**src/hdl/ippe_pkg.sv**
```systemverilog
package ippe_pkg;

  // Input command codes, carried on tuser
  localparam logic CMD_PALETTE_WRITE = 1'b0;
  localparam logic CMD_PIXEL_DATA    = 1'b1;

  // Configuration register indexes
  localparam logic CFG_PIXEL_FMT    = 1'b0;
  localparam logic CFG_IMAGE_WIDTH  = 1'b1;
  localparam int   CFG_DATA_W       = 13;

  // Colour format codes
  localparam logic [1:0] FMT_1BPP = 2'd0;
  localparam logic [1:0] FMT_2BPP = 2'd1;
  localparam logic [1:0] FMT_4BPP = 2'd2;
  localparam logic [1:0] FMT_8BPP = 2'd3;

  localparam int COLOR_W   = 32;
  localparam int INDEX_W   = 8;
  localparam int IN_DATA_W = 48;

  localparam int QDEPTH = 4;
  localparam int QAW    = 2;

  typedef enum logic {
    KIND_WRITE = 1'b0,
    KIND_PIXEL = 1'b1
  } kind_t;

  // One classified item: for a palette write, addr is the entry and data the colour;
  // for a pixel byte, addr holds the packed byte.
  typedef struct packed {
    kind_t               kind;
    logic [INDEX_W-1:0]  addr;
    logic [COLOR_W-1:0]  data;
  } queue_entry_t;

  typedef struct packed {
    logic [COLOR_W-1:0] color;
    logic               row_end;
    logic               last;
  } out_word_t;

endpackage

```
**src/hdl/ippe_front.sv**
```systemverilog
module ippe_front #(
  parameter int PALETTE_DEPTH = 256
) (
  input  logic                             in_tvalid,
  output logic                             in_tready,
  input  logic [ippe_pkg::IN_DATA_W-1:0]   in_tdata,
  input  logic                             in_tuser,
  input  logic                             q_full,
  output logic                             q_push,
  output ippe_pkg::queue_entry_t           q_entry
);

  logic [ippe_pkg::INDEX_W-1:0] wr_index;
  logic                         index_ok;

  assign wr_index  = in_tdata[7:0];
  assign index_ok  = {1'b0, wr_index} < 9'(PALETTE_DEPTH);
  assign in_tready = !q_full;

  always_comb begin
    q_entry = '0;
    q_push  = 1'b0;
    case (in_tuser)
      ippe_pkg::CMD_PALETTE_WRITE: begin
        q_entry.kind = ippe_pkg::KIND_WRITE;
        q_entry.addr = wr_index;
        q_entry.data = in_tdata[39:8];
        // Writes beyond the palette have no effect, so they never enter the queue.
        q_push       = in_tvalid && !q_full && index_ok;
      end
      ippe_pkg::CMD_PIXEL_DATA: begin
        q_entry.kind = ippe_pkg::KIND_PIXEL;
        q_entry.addr = in_tdata[47:40];
        q_push       = in_tvalid && !q_full;
      end
      default: begin
        q_push = 1'b0;
      end
    endcase
  end

endmodule

```
**config.mk**
```make
export PLATFORM = sky130hd
export DESIGN_NAME = ippe_front
export DESIGN_NICKNAME = d
export VERILOG_FILES = /design/src/hdl/ippe_pkg.sv /design/src/hdl/ippe_front.sv
export SDC_FILE = /design/constraint.sdc
export NUM_CORES = 1
export LEC_CHECK = 0
export BUFFER_PORTS_ARGS = -buffer_cell sky130_fd_sc_hd__buf_2
export CELL_PAD_IN_SITES_DETAIL_PLACEMENT = 1
export CELL_PAD_IN_SITES_GLOBAL_PLACEMENT = 1
export CORE_MARGIN = 2
export CORE_UTILIZATION = 11
export DETAILED_ROUTE_END_ITERATION = 10
export PLACE_DENSITY = 0.8
export REMOVE_ABC_BUFFERS = 1
export SLEW_MARGIN = 40
export SYNTH_ARGS = -nofsm -noshare
export SYNTH_HDL_FRONTEND = slang
export SYNTH_SLANG_ARGS = --single-unit
```
**constraint.sdc**
```tcl
create_clock -name vclk -period 0.8
set_input_delay 0.04 -clock vclk [all_inputs]
set_output_delay 0.04 -clock vclk [all_outputs]
set_load 0.05 [all_outputs]
```
# Yosys cells after proc, flatten, opt, wreduce, memory -nomap -nowiden
# Cells that the tools add are included.
totals:
  input_bits: 51
  elab_cells: 5
  output_inout_bits: 43
  register_bits: 0
op_classes:
  bitwise: 1
  mux: 2
  n_reduce_logical: 2
ops:
  columns: ["cell", "count"]
  rows:
  - ["32-bit two-way mux", 1]
  - ["9-bit one-hot mux with 2 select lines", 1]
  - ["1-bit logical AND", 1]
  - ["1-bit logical NOT", 1]
  - ["1-bit NOT", 1]

# Depth between registers and ports, before layout
depth:
  word_depth: 2
  mapped_depth: 2
  mapped_depth_nobuf: 1

# Worst setup path after synthesis
# Ideal clock, no wire load.
synth_path:
  path_kind: "input to output"
  startpoint: "in in_tuser"
  endpoint: "out q_entry[0] (netlist name)"
  path_slack_ps: -137
  n_path_buf: 1
  arrival_time_ps: 897
  path_stages: 2
  t_required_ps: 760
  path_cell_list: "buf_2 > nor2b_1"
synth_lines:
  columns: ["element", "line_no", "text"]
  rows:
  - ["start: declaration", "ippe_front.sv:7", "input logic in_tuser,"]
  - ["end: declaration", "ippe_front.sv:10", "output ippe_pkg::queue_entry_t q_entry"]

==> run_results.csv <==
group,metric,value,unit
timing,hold_slack,0.394,ns
timing,finalSetupViolCount,1,
final_layout,final_util,40.4,%
floorplan,die_h,61.5,um
status,status,"finished, violations left",
worst_setup_path,path_max_fanout,10,
detailed_routing,wl_per_cell,12.9,um
floorplan,fp.dieW,61.5,um
worst_setup_path,critPathKind,"in2out",
detailed_routing,antenna_left,0,
timing,slew_violations,0,
power,p_leak,0.693,nW
detailed_routing,drt_wl_total,2430,um
timing,finalHoldViolCount,0,
timing,fin_crit_sh,106,%
power,p_comb_share,100.0,%
final_layout,nClkBuffers,0,
power,ir_drop,311,uV
final_layout,layout-drive-gt1-share,89.6,%
power,internal_power,0.468,mW
final_layout,seqCellArea,0,um2
worst_setup_path,cp-end-kind,"output pin",
hold_path,hold_class,"in2out",
yosys,post_synth_instance_area,364,um2
detailed_routing,vias_per_cell,3.73,
final_layout,seq_cells,0,
floorplan,coreArea,3100,um2
detailed_routing,drt-pass1-iter-count,2,
worst_setup_path,worst_setup_path_start_kind,"input pin",
floorplan,fp.dieArea,3790,um2
yosys,syn_avg_cell_area,7.75,um2
power,power_switching,0.629,mW
timing,period_minus_slack,0.848,ns
power,swShare,57.4,%
detailed_routing,first_iter_violations,6,
worst_setup_path,cp_data_arrival_time,0.81,ns
floorplan,start_util,11.7,%
final_layout,nets,197,
yosys,synthTopCellsByArea,"nor2b_1 57%, mux2_4 33%, buf_2 4.1%, buf_6 3.1%, buf_4 2.1%",
global_route,met3_usage,2.10,%
worst_setup_path,crit_required,0.76,ns
timing,grt_setup_unrepaired,"true",
placed_design,dpl.cell_count,184,
timing,relSlewSlack,82.8,%
yosys,synth_area_leader_cell,"nor2b_1",
timing,tightest_slew,0.260,ns
power,power_per_cell_area,874,nW/um2
hold_path,hold_start,"q_full",
yosys,synth-seq-area-share,0,%
final_layout,fillers,382,
power,pwr-share-clk,0,%
global_route,grt_pass1_wl,3020,um
status,violations,"negative setup slack",
global_route,grt_pass1_vias,713,
timing,fmax,1.18,GHz
worst_setup_path,critPathLaunch,"in_tuser",
yosys,ys_types,6,
global_route,grt_start_max_net_pins,11,
global_route,grt_util_met2,19.8,%
placed_design,placement.io_buffers,94,
power,power_frac_seq,0,%
yosys,synthesis.instances,47,
floorplan,core.rowCount,20,
timing,fin_ws,-0.0476,ns
detailed_routing,num_vias,702,
yosys,yosysWarnings,0,
yosys,synthTopCellsByCount,"33 x nor2b_1, 8 x mux2_4, 3 x buf_2",
final_layout,diodes,0,
yosys,synth.most_common_cell,"nor2b_1",
global_route,use_met1,11.7,%
global_route,track_usage,10.1,%
global_route,globalRoute.busiestLayer,"met2",
global_route,antenna_found_initial,0,
placed_design,hpwl,1630,um
job,maxCapViolCount,0,
detailed_routing,post-route-drc-count,0,
final_layout,stdcell_count,188,
yosys,netlist.area_leader.share,56.7,%
clock_network,ctsHoldBuffers,0,
global_route,gr-total-overflow,0,
floorplan,ios,94,
placed_design,place.gp.congestion,0.681,
final_layout,area_delta_synth_final,245,%
## power groups by stage
stage          logic, mW  registers, mW  clock network [mW]
3_3_place_gp       0.859              0                   0
4_1_cts             1.04              0                   0
5_1_grt             1.14              0                   0
2_1_floorplan      0.563              0                   0
6_report            1.10              0                   0
3_5_place_dp       0.869              0                   0
## logic make-up after synthesis
kind of cell           count (synthesis)  share of synthesized area, %
multiplexers                           8                          33.0
AND/OR/NAND/NOR                       33                          56.7
buffers and inverters                  6                          10.3
## critical path, cell delays in order
cell and delay (ns):
buf_6 0.11, bufbuf_16 0.27, nor2b_1 0.16, buf_4 0.23
## cell usage in the layout, fill, tap and decap left out
cell type / instances
nor2b_1: 14
mux2_4: 8
buf_6: 29
buf_8: 1
nor2b_2: 18
nor2b_4: 1
bufbuf_16: 2
buf_4: 12
buf_12: 2
buf_2: 56
inv_1: 1
## stage by stage
| stage | setup WS, ns | area, um2 | setup TNS [ns] | power [mW] |
|---|---|---|---|---|
| 2_1_floorplan | 0.0126 | 330 | 0 | 0.563 |
| 3_3_place_gp | -0.0918 | 911 | -1.02 | 0.859 |
| 3_5_place_dp | -0.0953 | 911 | -1.05 | 0.869 |
| 4_1_cts | 0.000419 | 1170 | 0 | 1.04 |
| 5_1_grt | -0.0586 | 1250 | -0.124 | 1.14 |
| 6_report | -0.0476 | 1250 | -0.0476 | 1.10 |
## worst paths after layout
check | cells past startpoint | slack, ns | to
worst max-delay path | 4 | -0.05 | q_entry[20]
worst min-delay path | 3 | 0.39 | in_tready
## routing by layer
metal,vias up,wire (um)
li1,338,-
met4,0,0
met5,-,0
met2,48,1370
met1,316,810
met3,0,255
## layout make-up
type / count / area [um2] / share of cell area, %
inverters: 1 / 3.75 / 0.299
multi-input cells: 41 / 379 / 30.2
well taps: 44 / 55.1 / 4.39
repair buffers: 102 / 817 / 65.1
## what timing repair did
item                                    CTS  global route
pin swaps                                 0             0
gates resized for setup                  63            27
setup buffers                             2             0
endpoints found under the setup margin   14            17
cloned                                    2             0
(Power assumes the default switching activity.)
