`config.mk`:
```
export PLATFORM = sky130hd
export DESIGN_NAME = ippe_queue
export DESIGN_NICKNAME = d
export VERILOG_FILES = /design/src/hdl/ippe_pkg.sv /design/src/hdl/ippe_queue.sv
export SDC_FILE = /design/constraint.sdc
export NUM_CORES = 1
export LEC_CHECK = 0
export ABC_AREA = 1
export BUFFER_PORTS_ARGS = -buffer_cell sky130_fd_sc_hd__buf_2
export CORE_MARGIN = 2
export CORE_UTILIZATION = 53
export CTS_CLUSTER_SIZE = 28
export DETAILED_ROUTE_END_ITERATION = 10
export PLACE_DENSITY = 0.74
export SETUP_SLACK_MARGIN = 0.1
export SLEW_MARGIN = 10
export SYNTH_ARGS = -nofsm -noshare
export SYNTH_HDL_FRONTEND = slang
export SYNTH_SLANG_ARGS = --single-unit
```
`constraint.sdc`:
```
create_clock -name clk -period 5.4 [get_ports clk]
set_clock_uncertainty 0.15 [all_clocks]
set_input_delay 0.27 -clock clk [delete_from_list [all_inputs] [get_ports clk]]
set_output_delay 0.27 -clock clk [all_outputs]
set_load 0.005 [all_outputs]
```
`src/hdl/ippe_pkg.sv`:
```
package ippe_pkg;

  // Input command codes, carried on tuser
  localparam logic CMD_PALETTE_WRITE = 1'b0;
  localparam logic CMD_PIXEL_DATA    = 1'b1;

  // Configuration register indexes
  localparam logic CFG_PIXEL_FMT    = 1'b0;
  localparam logic CFG_IMAGE_WIDTH  = 1'b1;
  localparam int   CFG_DATA_W       = 13;

  // Colour format codes
  localparam logic [1:0] FMT_1BPP = 2'd0;
  localparam logic [1:0] FMT_2BPP = 2'd1;
  localparam logic [1:0] FMT_4BPP = 2'd2;
  localparam logic [1:0] FMT_8BPP = 2'd3;

  localparam int COLOR_W   = 32;
  localparam int INDEX_W   = 8;
  localparam int IN_DATA_W = 48;

  localparam int QDEPTH = 4;
  localparam int QAW    = 2;

  typedef enum logic {
    KIND_WRITE = 1'b0,
    KIND_PIXEL = 1'b1
  } kind_t;

  // One classified item: for a palette write, addr is the entry and data the colour;
  // for a pixel byte, addr holds the packed byte.
  typedef struct packed {
    kind_t               kind;
    logic [INDEX_W-1:0]  addr;
    logic [COLOR_W-1:0]  data;
  } queue_entry_t;

  typedef struct packed {
    logic [COLOR_W-1:0] color;
    logic               row_end;
    logic               last;
  } out_word_t;

endpackage

```
`src/hdl/ippe_queue.sv`:
```
module ippe_queue (
  input  logic                    clk,
  input  logic                    rst_n,
  input  logic                    push,
  input  ippe_pkg::queue_entry_t  push_entry,
  output logic                    full,
  input  logic                    pop,
  output ippe_pkg::queue_entry_t  head,
  output logic                    not_empty
);

  ippe_pkg::queue_entry_t       ent_r [ippe_pkg::QDEPTH];
  logic [ippe_pkg::QAW-1:0]     wr_ptr_r, wr_ptr_nxt;
  logic [ippe_pkg::QAW-1:0]     rd_ptr_r, rd_ptr_nxt;
  logic [ippe_pkg::QAW:0]       cnt_r, cnt_nxt;

  assign full      = cnt_r == (ippe_pkg::QAW+1)'(ippe_pkg::QDEPTH);
  assign not_empty = cnt_r != '0;
  assign head      = ent_r[rd_ptr_r];

  always_comb begin
    wr_ptr_nxt = push ? wr_ptr_r + 1'b1 : wr_ptr_r;
    rd_ptr_nxt = pop  ? rd_ptr_r + 1'b1 : rd_ptr_r;
    cnt_nxt    = cnt_r + (ippe_pkg::QAW+1)'(push) - (ippe_pkg::QAW+1)'(pop);
  end

  always_ff @(posedge clk) begin
    if (!rst_n) begin
      wr_ptr_r <= '0;
      rd_ptr_r <= '0;
      cnt_r    <= '0;
    end else begin
      wr_ptr_r <= wr_ptr_nxt;
      rd_ptr_r <= rd_ptr_nxt;
      cnt_r    <= cnt_nxt;
    end
  end

  always_ff @(posedge clk) begin
    if (push) begin
      ent_r[wr_ptr_r] <= push_entry;
    end
  end

  chk_no_overflow: assert property (@(posedge clk) disable iff (!rst_n)
    full |-> !push) else $error("queue pushed while full");
  chk_no_underflow: assert property (@(posedge clk) disable iff (!rst_n)
    !not_empty |-> !pop) else $error("queue popped while empty");
  chk_count: assert property (@(posedge clk) disable iff (!rst_n)
    (push && !pop) |=> cnt_r == $past(cnt_r) + 1'b1) else $error("queue count slip");

endmodule

```
# Yosys cells after proc, flatten, opt, wreduce, memory -nomap -nowiden

Memories as Yosys holds them, arrays and structs flattened. A register that Yosys moved wholly into a read port is not among the register bits.
Cells that the tools add are included.

$add $sub $neg: 4
$mul: 0
Divide/modulo/power cells: 0
Order comparisons: 0
Eq/ne operators: 1
Shift-type cells: 0
Multiplexer cells: 4
Bitwise operators: 0
Reductions and logical operators: 1

Operator list:

| kind                                                           | count |
|---|---|
| 2-bit by 1-bit adder with 2-bit output (second input constant) | 2 |
| 2-bit 2-to-1 mux                                               | 2 |
| 3-bit by 1-bit adder with 3-bit output                         | 1 |
| 3-bit == test (second input constant)                          | 1 |
| 3-bit nonzero test                                             | 1 |
| 3-bit by 1-bit subtractor with 3-bit output                    | 1 |
| 1-bit 2-to-1 mux                                               | 2 |

Register bits after elaboration: 7
Bits in latches: 0
Bits in writable memories: 164
ROM bits: 0
Input bits: 45
Output and inout port bits: 43
Word-level logic and storage cells: 14
Memories kept: 1

Memories:

| name  | words | width | rd ports | clocked after Yosys merged registers in | wr ports | line             | source |
|---|---|---|---|---|---|---|---|
| ent_r | 4     | 41    | 1        | 1                                       | 1        | ippe_queue.sv:12 | `ippe_pkg::queue_entry_t ent_r [ippe_pkg::QDEPTH];` |

# Depth between registers and ports, before layout

Gate-level depths: netlist of run 1.

Depth after elaboration: 3
Mapped depth: 9
Depth with buffers taken out: 9

# Worst setup path after synthesis of run 1

Ideal clock, no wire load.

Path type: register to register
Start point: register wr_ptr_r[0] (netlist name)
End point: memory ent_r[2][0] (netlist name), enable pin
Arrival: 1.394 ns
Data required time: 4.855 ns
Setup slack: 3.461 ns
Cell stages (with the launch flop): 5
Path buffers: 0
Period minus slack after synthesis: 1.939 ns
Cell sequence: dfxtp_1 inv_1 ha_1 nand2_1 inv_1

RTL lines:

| what                     | line             | source |
|---|---|---|
| start: declaration       | ippe_queue.sv:13 | `logic [ippe_pkg::QAW-1:0] wr_ptr_r, wr_ptr_nxt;` |
| start signal: assignment | ippe_queue.sv:33 | `wr_ptr_r <= wr_ptr_nxt;` |
| end: declaration         | ippe_queue.sv:12 |  |

Straight into the memory's write port.

==> impl_metrics.tcl, run 1 <==
set metrics [dict create \
    crit_type "register to output port" \
    start_kind "register" \
    r2r_cells 4 \
    synth_area_mm2 0.00692 \
    io_pins 88 \
    drc_errors 0 \
    htreeDepth 4 \
    synth_seq_cells 173 \
    worst_slew_pin_slew_ns 1.05 \
    ys.flop_type "edfxtp_1" \
    finalCritPeriodShare_pct 55.1 \
    synth_edf_count 164 \
    worstHoldPathType "input port to register" \
    via_per_inst 5.01 \
    setup_viol 0 \
    tritoncts "built" \
    worstReg2RegStart "wr_ptr_r[0]$_SDFFE_PN0P_" \
    drive_above_1_share_pct 17.5 \
    ir_worst_vdd_mv 0.226 \
    cts_buffer_depth 2 \
    cp-end-kind "output port" \
    num_antenna_cells 0 \
    grt_start_max_net_pins 104 \
    hp-start "push" \
    nets 710 \
    worstHoldPathCells 3 \
    ant_nets 0 \
    drv_cap 0 \
    tns_ns 0 \
    power_per_cell_area_mw_per_mm2 363 \
    die_x_um 118 \
    syn_area_per_cell_um2 13.0 \
    synthCells 534 \
    ys_seq_area_share_pct 73.7 \
    routed_wl_um 12300 \
    postCtsHoldBufs 43 \
    dieArea_mm2 0.0140 \
    grt_util_all_layers_pct 18.5 \
    max_stage_delay_ns 0.98 \
    dp_hpwl_um 6800 \
    crit_path_cell_trace "buf_4, a21oi_1, o21ai_1, nand2_1, buf_2" \
    fmax_ghz 0.336 \
    syn_to_final_growth_pct 21.1 \
    syn-num-nets 586 \
    grt_setup_unrepaired "false" \
    rows 41 \
    clk_pin_slew_worst_paths_ns 0.06 \
    grt_pass1_wl_um 20000 \
    cp.arrival_ns 2.55 \
    dr.pass1.iters 4 \
    ys_types 15 \
    portBuffers 87 \
    cts_root_buf "clkbuf_16" \
    path_max_fanout 103 \
    critPathSlowestCell "dfxtp_4" \
    start_util_pct 54.6 \
    post-cts-setup-buffers 0 \
    antenna_found_initial 0 \
    numCtsBuffers 17 \
    yosysWarnings 0 \
    clk-insertion-delay-late_ns 0.42 \
    die_h_um 118 \
    power.leakage_nw 3.34 \
    wl_per_cell_um 14.7 \
    final_max_slew_viol_count 0 \
    relSlewSlack_pct 29.9 \
    num_vias 4221 \
    status "finished, final reports clean" \
    timing.hold.ws_ns 0.0424 \
    cp_data_required_time_ns 4.98 \
    overflow 0 \
    cts.repair.resized 0 \
    async_flop_share_pct 0 \
    drt_iter0_drc 296 \
    core_area_mm2 0.0127 \
    clock_sinks 173 \
    grt_pass1_vias 4188 \
    gp_congestion 0.738 \
    hold_viol 0 \
    post-route-min-period_ns 2.97 \
]
critical path, delay by kind of cell (launching register included):
family | cells | cell delay (ns)
buf+inv | 2 | 0.76
simple gates | 1 | 0.08
compound gates | 2 | 0.28
flops | 1 | 0.98
synth_stat cells, types with 2 or more instances:
cell,n,area share (%)
buf_6,14,2.3
ha_1,6,1.1
a21oi_1,47,3.4
dfxtp_1,9,2.6
edfxtp_1,164,71
o21ai_0,5,0.36
o21ai_1,40,2.9
inv_1,98,5.3
nand3_1,2,0.14
o211ai_1,41,4.4
buf_2,13,0.94
nand2_1,92,5.0
registers in the layout, summed over array words and instances, names as in the netlist, named ones only:
register and count:
ent_r 164, cnt_r 3, rd_ptr_r 2, wr_ptr_r 2
worst paths after layout:
path | end | slack [ns]
setup / recovery | head[16] | 2.43
hold / removal | wr_ptr_r[0]$_SDFFE_PN0P_ | 0.04
setup reg to reg | ent_r[2][3]$_DFFE_PP_ | 3.42
hold reg to reg | register | 0.32
power breakdown:
group / switching [W] / total (W) / internal [W] / leakage [nW]
registers: 0.0000381 / 0.00157 / 0.00154 / 1.58
logic: 0.000151 / 0.000265 / 0.000114 / 1.47
clock network: 0.000448 / 0.00121 / 0.000758 / 0.283
cells by family (layout without fill, tap and decap cells):
| logic type | Yosys count | after routing | synth area share (%) |
|---|---|---|---|
| compound gates | 133 | 133 | 11.1 |
| fa+ha+maj | 7 | 7 | 1.37 |
| buf+inv | 125 | 261 | 8.53 |
| flops | 173 | 173 | 73.7 |
| simple gates | 96 | 96 | 5.26 |
final cells by class:
cell class / instances / area (um2)
Inverter: 98 / 368
Sequential cell: 173 / 5110
Fill cell: 942 / 4290
Clock buffer: 19 / 433
Multi-Input combinational cell: 236 / 1230
Clock inverter: 12 / 151
Tap cell: 172 / 215
Timing Repair Buffer: 132 / 881
metal layers:
| metal | part of all wire [%] | vias up | wire (um) | GRT usage, % |
|---|---|---|---|---|
| met5 | 0 | - | 0 | 0 |
| met4 | 1.6 | 0 | 196 | 6.70 |
| met3 | 3.8 | 16 | 475 | 6.03 |
| met2 | 52 | 89 | 6410 | 30.9 |
| met1 | 43 | 2028 | 5260 | 22.4 |
| li1 | - | 2088 | - | - |
stage by stage:
step,cell area [um2],power (W),cells,setup slack [ns],util [%]
after global routing,8390,0.00316,842,2.15,66.2
after floorplan,6920,0.00174,534,3.46,-
after global placement,7370,0.00183,768,2.97,58.2
after detailed placement,7370,0.00184,768,2.85,58.2
final,8390,0.00304,842,2.43,66.2
after CTS,8390,0.00307,842,2.37,66.2
cell usage in the layout (no fill, tap or decap), types with 7 or more instances in the layout:
cell	synthesis	routed
edfxtp_1	164	164
inv_1	98	94
nand2_1	92	92
buf_2	13	87
a21oi_1	47	47
dlygate4sd3_1	0	43
o211ai_1	41	41
o21ai_1	40	40
clkbuf_16	0	17
clkinv_1	0	7
dfxtp_1	9	7
(Power assumes the default switching activity.)
==> inputs of run 2 (changes only) <==
- CORE_UTILIZATION: 53 -> 52
- PLACE_DENSITY: 0.74 -> 0.76
- clock period: 5.4 -> 2.62 ns (I/O delays scaled with it)
==> run 2 against run 1 <==
  * Worst setup slack worse by 2.0 ns
  * Critical path type unchanged
  * Critical path depth did not move
  * Largest cell class unchanged
  * Power increased by 110%
  * Register-to-register slack lost 2.6 ns
  * Global-route usage rose by 0.83 points
  * Largest power group unchanged
  * Combinational power rose by 130%
  * Non-clock buffer count rose by 9
  * Clock power is 120% higher
  * Sequential cell count stayed put
  * Final cell count rose by 1.7%
==> impl_metrics.tcl, run 2 (synthesis results as in run 1) <==
set metrics [dict create \
    grt_pass1_vias 4211 \
    start_util_pct 52.7 \
    numCtsBuffers 17 \
    antenna_found_initial 0 \
    die_h_um 119 \
    cp_data_required_time_ns 2.34 \
    cts_root_buf "clkbuf_16" \
    final_max_slew_viol_count 0 \
    tns_ns 0 \
    met1_length_um 5630 \
    worstReg2RegStart "cnt_r[0]$_SDFF_PN0_" \
    fmax_ghz 0.457 \
    met2WireLength_um 6310 \
    num_antenna_cells 0 \
    power_per_cell_area_mw_per_mm2 756 \
    gp_congestion 0.723 \
    internal_power_w 0.00511 \
    worstHoldPathType "register to register" \
    crit_type "register to output port" \
    die_x_um 119 \
    grt_setup_unrepaired "false" \
    place_area_mm2 0.00749 \
    dieArea_mm2 0.0143 \
    final_area_mm2 0.00857 \
    syn_to_final_growth_pct 23.8 \
    layout_common_cells "edfxtp_1 (164), inv_1 (94), nand2_1 (92), buf_2 (87), a21oi_1 (47)" \
    io_pins 88 \
    ant_nets 0 \
    drive_above_1_share_pct 19.1 \
    combinationalPowerShare_pct 9.4 \
    clk-insertion-delay-late_ns 0.41 \
    clkPwrFrac_pct 41.0 \
    nets 719 \
    cp.arrival_ns 1.91 \
    setup_viol 0 \
    power.switching_w 0.00137 \
    portBuffers 87 \
    overflow 0 \
    power.leakage_nw 3.41 \
    status "finished, final reports clean" \
    clock_sinks 173 \
    cts_buffer_depth 2 \
    reg_top3 "ent_r (164), cnt_r (3)" \
    drc_errors 0 \
    dp_hpwl_um 7500 \
    p_seq_share_pct 49.6 \
    switching_share_pct 21.1 \
    largest_reg_flops 164 \
    worst_slew_pin_slew_ns 0.587 \
    hp-start "rd_ptr_r[1]$_SDFFE_PN0P_" \
    drt_iter0_drc 417 \
    finalCritPeriodShare_pct 83.5 \
    post-route-min-period_ns 2.19 \
    dr.pass1.iters 4 \
    wl_per_cell_um 15.0 \
    via_per_inst 4.96 \
    met3_length_um 750 \
    relSlewSlack_pct 60.9 \
    cp-end-kind "output port" \
    ir_worst_vdd_mv 0.426 \
    num_vias 4242 \
    grt_pass1_wl_um 20900 \
    htreeDepth 4 \
    core_area_mm2 0.0131 \
    grt_start_max_net_pins 83 \
    regMostFlops "ent_r" \
    drv_cap 0 \
    rows 42 \
    highest_layer "met4" \
    hold_viol 0 \
    cts.repair.resized 0 \
    path_max_fanout 53 \
    clk_pin_slew_worst_paths_ns 0.06 \
    tritoncts "built" \
    routed_wl_um 12900 \
    final_common_cell "edfxtp_1" \
    start_kind "register" \
    grt_util_all_layers_pct 19.3 \
]
run 2: per-layer routing:
layer  vias to the layer above  track usage (%)
met5                         -                0
li1                       2114                -
met4                         0             6.54
met2                       114             30.4
met1                      1999             25.5
met3                        15             6.27
run 2: final timing paths:
kind         cells past startpoint                  end  slack [ns]
max                              5             head[32]        0.43
max reg2reg                      9  cnt_r[2]$_SDFF_PN0_        0.85
min reg2reg                      2             register        0.31
min                              2             register        0.31
run 2: power groups by stage:
stage | logic (W) | clock network, W | registers (W)
6_report | 0.000609 | 0.00265 | 0.00322
5_1_grt | 0.000688 | 0.00281 | 0.00323
4_1_cts | 0.000614 | 0.00270 | 0.00322
3_5_place_dp | 0.000555 | 0 | 0.00327
3_3_place_gp | 0.000533 | 0 | 0.00327
2_1_floorplan | 0.000347 | 0 | 0.00325
run 2: per-stage QoR:
stage / total power, W / cells / utilization (%) / hold WS (ns) / worst slack [ns]
floorplan: 0.00360 / 534 / - / 0.0729 / 0.681
global placement: 0.00380 / 779 / 57.0 / 0.191 / 0.905
detailed placement: 0.00383 / 779 / 57.0 / 0.196 / 0.861
CTS: 0.00653 / 856 / 65.3 / 0.298 / 0.461
global route: 0.00673 / 856 / 65.3 / 0.305 / 0.319
finish: 0.00648 / 856 / 65.3 / 0.309 / 0.432
run 2: worst max-delay path, cell delays in order (launching register included):
cell and delay (ns):
dfxtp_4 0.70, buf_12 0.29, nand2_1 0.13, o211ai_1 0.13, nand2_1 0.08, buf_2 0.12
run 2: final cells by class:
type,instances,area (um2)
Clock buffer,21,440
Clock inverter,11,191
Fill cell,951,4560
Inverter,98,368
Multi-Input combinational cell,236,1230
Sequential cell,173,5110
Tap cell,176,220
Timing Repair Buffer,141,1020
run 2: what timing repair did:
action                                 4_1_cts  5_1_grt
hold buffers                                45        0
setup buffers                                0        0
endpoints found under the hold margin      173        0
==> inputs of run 3 (changes only) <==
- CORE_UTILIZATION: 52 -> 53
- PLACE_DENSITY: 0.76 -> 0.74
- clock period: 2.62 -> 2.1 ns (I/O delays scaled with it)
==> run 3 against run 2 <==
  * Sequential power increased by 24%
  * Sequential share of layout area increased by 0.35 points
  * Utilization increased by 2.0 points
  * Worst setup slack got worse by 0.16 ns
  * Global-route usage decreased by 0.65 points
  * Wire length decreased by 2.5%
  * Combinational power increased by 31%
  * Critical path type unchanged
==> impl_metrics.tcl, run 3 (synthesis results as in run 1) <==
set metrics [dict create \
    dieArea_mm2 0.0140 \
    start_util_pct 54.6 \
    routed_wl_um 12600 \
    syn_to_final_growth_pct 23.1 \
    crit_type "register to output port" \
    r2r_slack_ns 0.32 \
    rows 41 \
    timing.hold.ws_ns 0.274 \
    die_x_um 118 \
    htreeDepth 4 \
    relSlewSlack_pct 70.2 \
    die_h_um 118 \
    io_pins 88 \
    num_vias 4280 \
    worstReg2RegStart "cnt_r[0]$_SDFF_PN0_" \
    dpl.cell_count 781 \
    final_area_mm2 0.00852 \
    wl_per_cell_um 14.6 \
    start_kind "register" \
    worst_slew_pin_slew_ns 0.447 \
    met2WireLength_um 6220 \
    cts_root_buf "clkbuf_16" \
    grt_pass1_vias 4134 \
    grt_setup_unrepaired "false" \
    cp.arrival_ns 1.58 \
    gp_congestion 0.739 \
    final_util_pct 67.3 \
    num_antenna_cells 0 \
    grt_pass1_wl_um 19800 \
    drt_iter0_drc 323 \
    worstHoldPathType "input port to register" \
    cts.repair.resized 0 \
    clk-insertion-delay-late_ns 0.42 \
    final_cell_count_no_fill 860 \
    cp-end-kind "output port" \
    final_common_cell "edfxtp_1" \
    crit_path_cell_trace "buf_12, a21oi_1, o21ai_1, nand2_1, buf_2" \
    post-route-min-period_ns 1.83 \
    hold_path_end "ent_r[0][31]$_DFFE_PP_" \
    final_max_slew_viol_count 0 \
    layout_common_cells "edfxtp_1 (164), inv_1 (94), nand2_1 (92), buf_2 (87), a21oi_1 (47)" \
    tritoncts "built" \
    cp_data_required_time_ns 1.85 \
    ir_worst_vdd_mv 0.716 \
    dp_hpwl_um 7460 \
    finalCritPeriodShare_pct 87.3 \
    via_per_inst 4.98 \
    cts_buffer_depth 2 \
    grt_start_max_net_pins 57 \
    r2r_end "cnt_r[2]$_SDFF_PN0_" \
    core_area_mm2 0.0127 \
    r2r_cells 9 \
    path_max_fanout 46 \
    max_stage_delay_ns 0.47 \
    critPathSlowestCell "dfxtp_4" \
    numCtsBuffers 17 \
    nets 727 \
    met3_length_um 528 \
    power_per_cell_area_mw_per_mm2 890 \
    clk_pin_slew_worst_paths_ns 0.06 \
    cp_num_buf_inv 2 \
    fmax_ghz 0.546 \
    antenna_found_initial 0 \
    hp-start "push_entry[31]" \
    grt_util_all_layers_pct 18.6 \
    power.leakage_nw 3.41 \
    met1_length_um 5570 \
    setup_viol 0 \
    largest_reg_flops 164 \
    tns_ns 0 \
    overflow 0 \
    worstHoldPathCells 2 \
    clock_sinks 173 \
    portBuffers 87 \
    cp_top_family "flip-flops" \
    drv_cap 0 \
    drc_errors 0 \
    highest_layer "met4" \
    reg_top3 "ent_r (164), cnt_r (3)" \
    dr.pass1.iters 4 \
    ant_nets 0 \
    hold_viol 0 \
    status "finished, final reports clean" \
    regMostFlops "ent_r" \
    drive_above_1_share_pct 20.5 \
    place_area_mm2 0.00752 \
]
## run 3: changes by cell type in the layout (fill, tap and decap cells not counted), sizes merged
cell / before / now
clkinv: 2 / 6
clkbuf: 21 / 19
clkinvlp: 3 / 5
buf: 96 / 104
bufinv: 5 / 0
inv: 99 / 100
## run 3: how the worst max path moves through the flow
stage | start | endpoint | cells past startpoint
after floorplan | wr_ptr_r[0]$_SDFFE_PN0P_ | ent_r[2][0]$_DFFE_PP_ | 4
after detailed placement | cnt_r[0]$_SDFF_PN0_ | cnt_r[2]$_SDFF_PN0_ | 9
final | register | head[22] | 5
after CTS | register | head[22] | 5
after global routing | register | head[32] | 5
after global placement | cnt_r[0]$_SDFF_PN0_ | cnt_r[2]$_SDFF_PN0_ | 9
## run 3: area by class of cell
cell class / count / area [um2]
tap: 172 / 215
fill: 886 / 4150
multi-input combinational: 236 / 1230
inverter: 98 / 368
clock inverter: 13 / 92.6
clock buffer: 19 / 443
sequential: 173 / 5110
timing repair buffer: 149 / 1070
## run 3: power by group
part	total, W	internal, W	switching [W]
registers	0.00399	0.00394	0.0000499
logic	0.000795	0.000335	0.000459
clock network	0.00280	0.00154	0.00125
total	0.00758	0.00582	0.00176
## run 3: metrics by stage
step | setup slack, ns | total power [W]
after floorplan | 0.161 | 0.00449
after detailed placement | 0.334 | 0.00479
final | 0.267 | 0.00758
after global placement | 0.416 | 0.00475
after CTS | 0.160 | 0.00762
after global routing | 0.173 | 0.00788
## run 3: layer usage
| metal | GRT usage (%) | up-vias |
|---|---|---|
| met3 | 5.79 | 19 |
| met5 | 0 | - |
| met4 | 9.26 | 0 |
| met1 | 22.3 | 2032 |
| li1 | - | 2124 |
| met2 | 30.6 | 105 |
## run 3: what timing repair did
item,4_1_cts,5_1_grt
hold endpoints to repair,173,0
hold buffers,45,0
setup endpoints to repair,13,1
setup buffers,1,1
## run 3: worst register-to-register path: cells and delay by family, from the launching register on
kind | cells | cell delay, ns
adders and majority gates | 3 | 0.82
DFF | 1 | 0.33
and+or+nand+nor | 3 | 0.21
buffers and inverters | 3 | 0.18
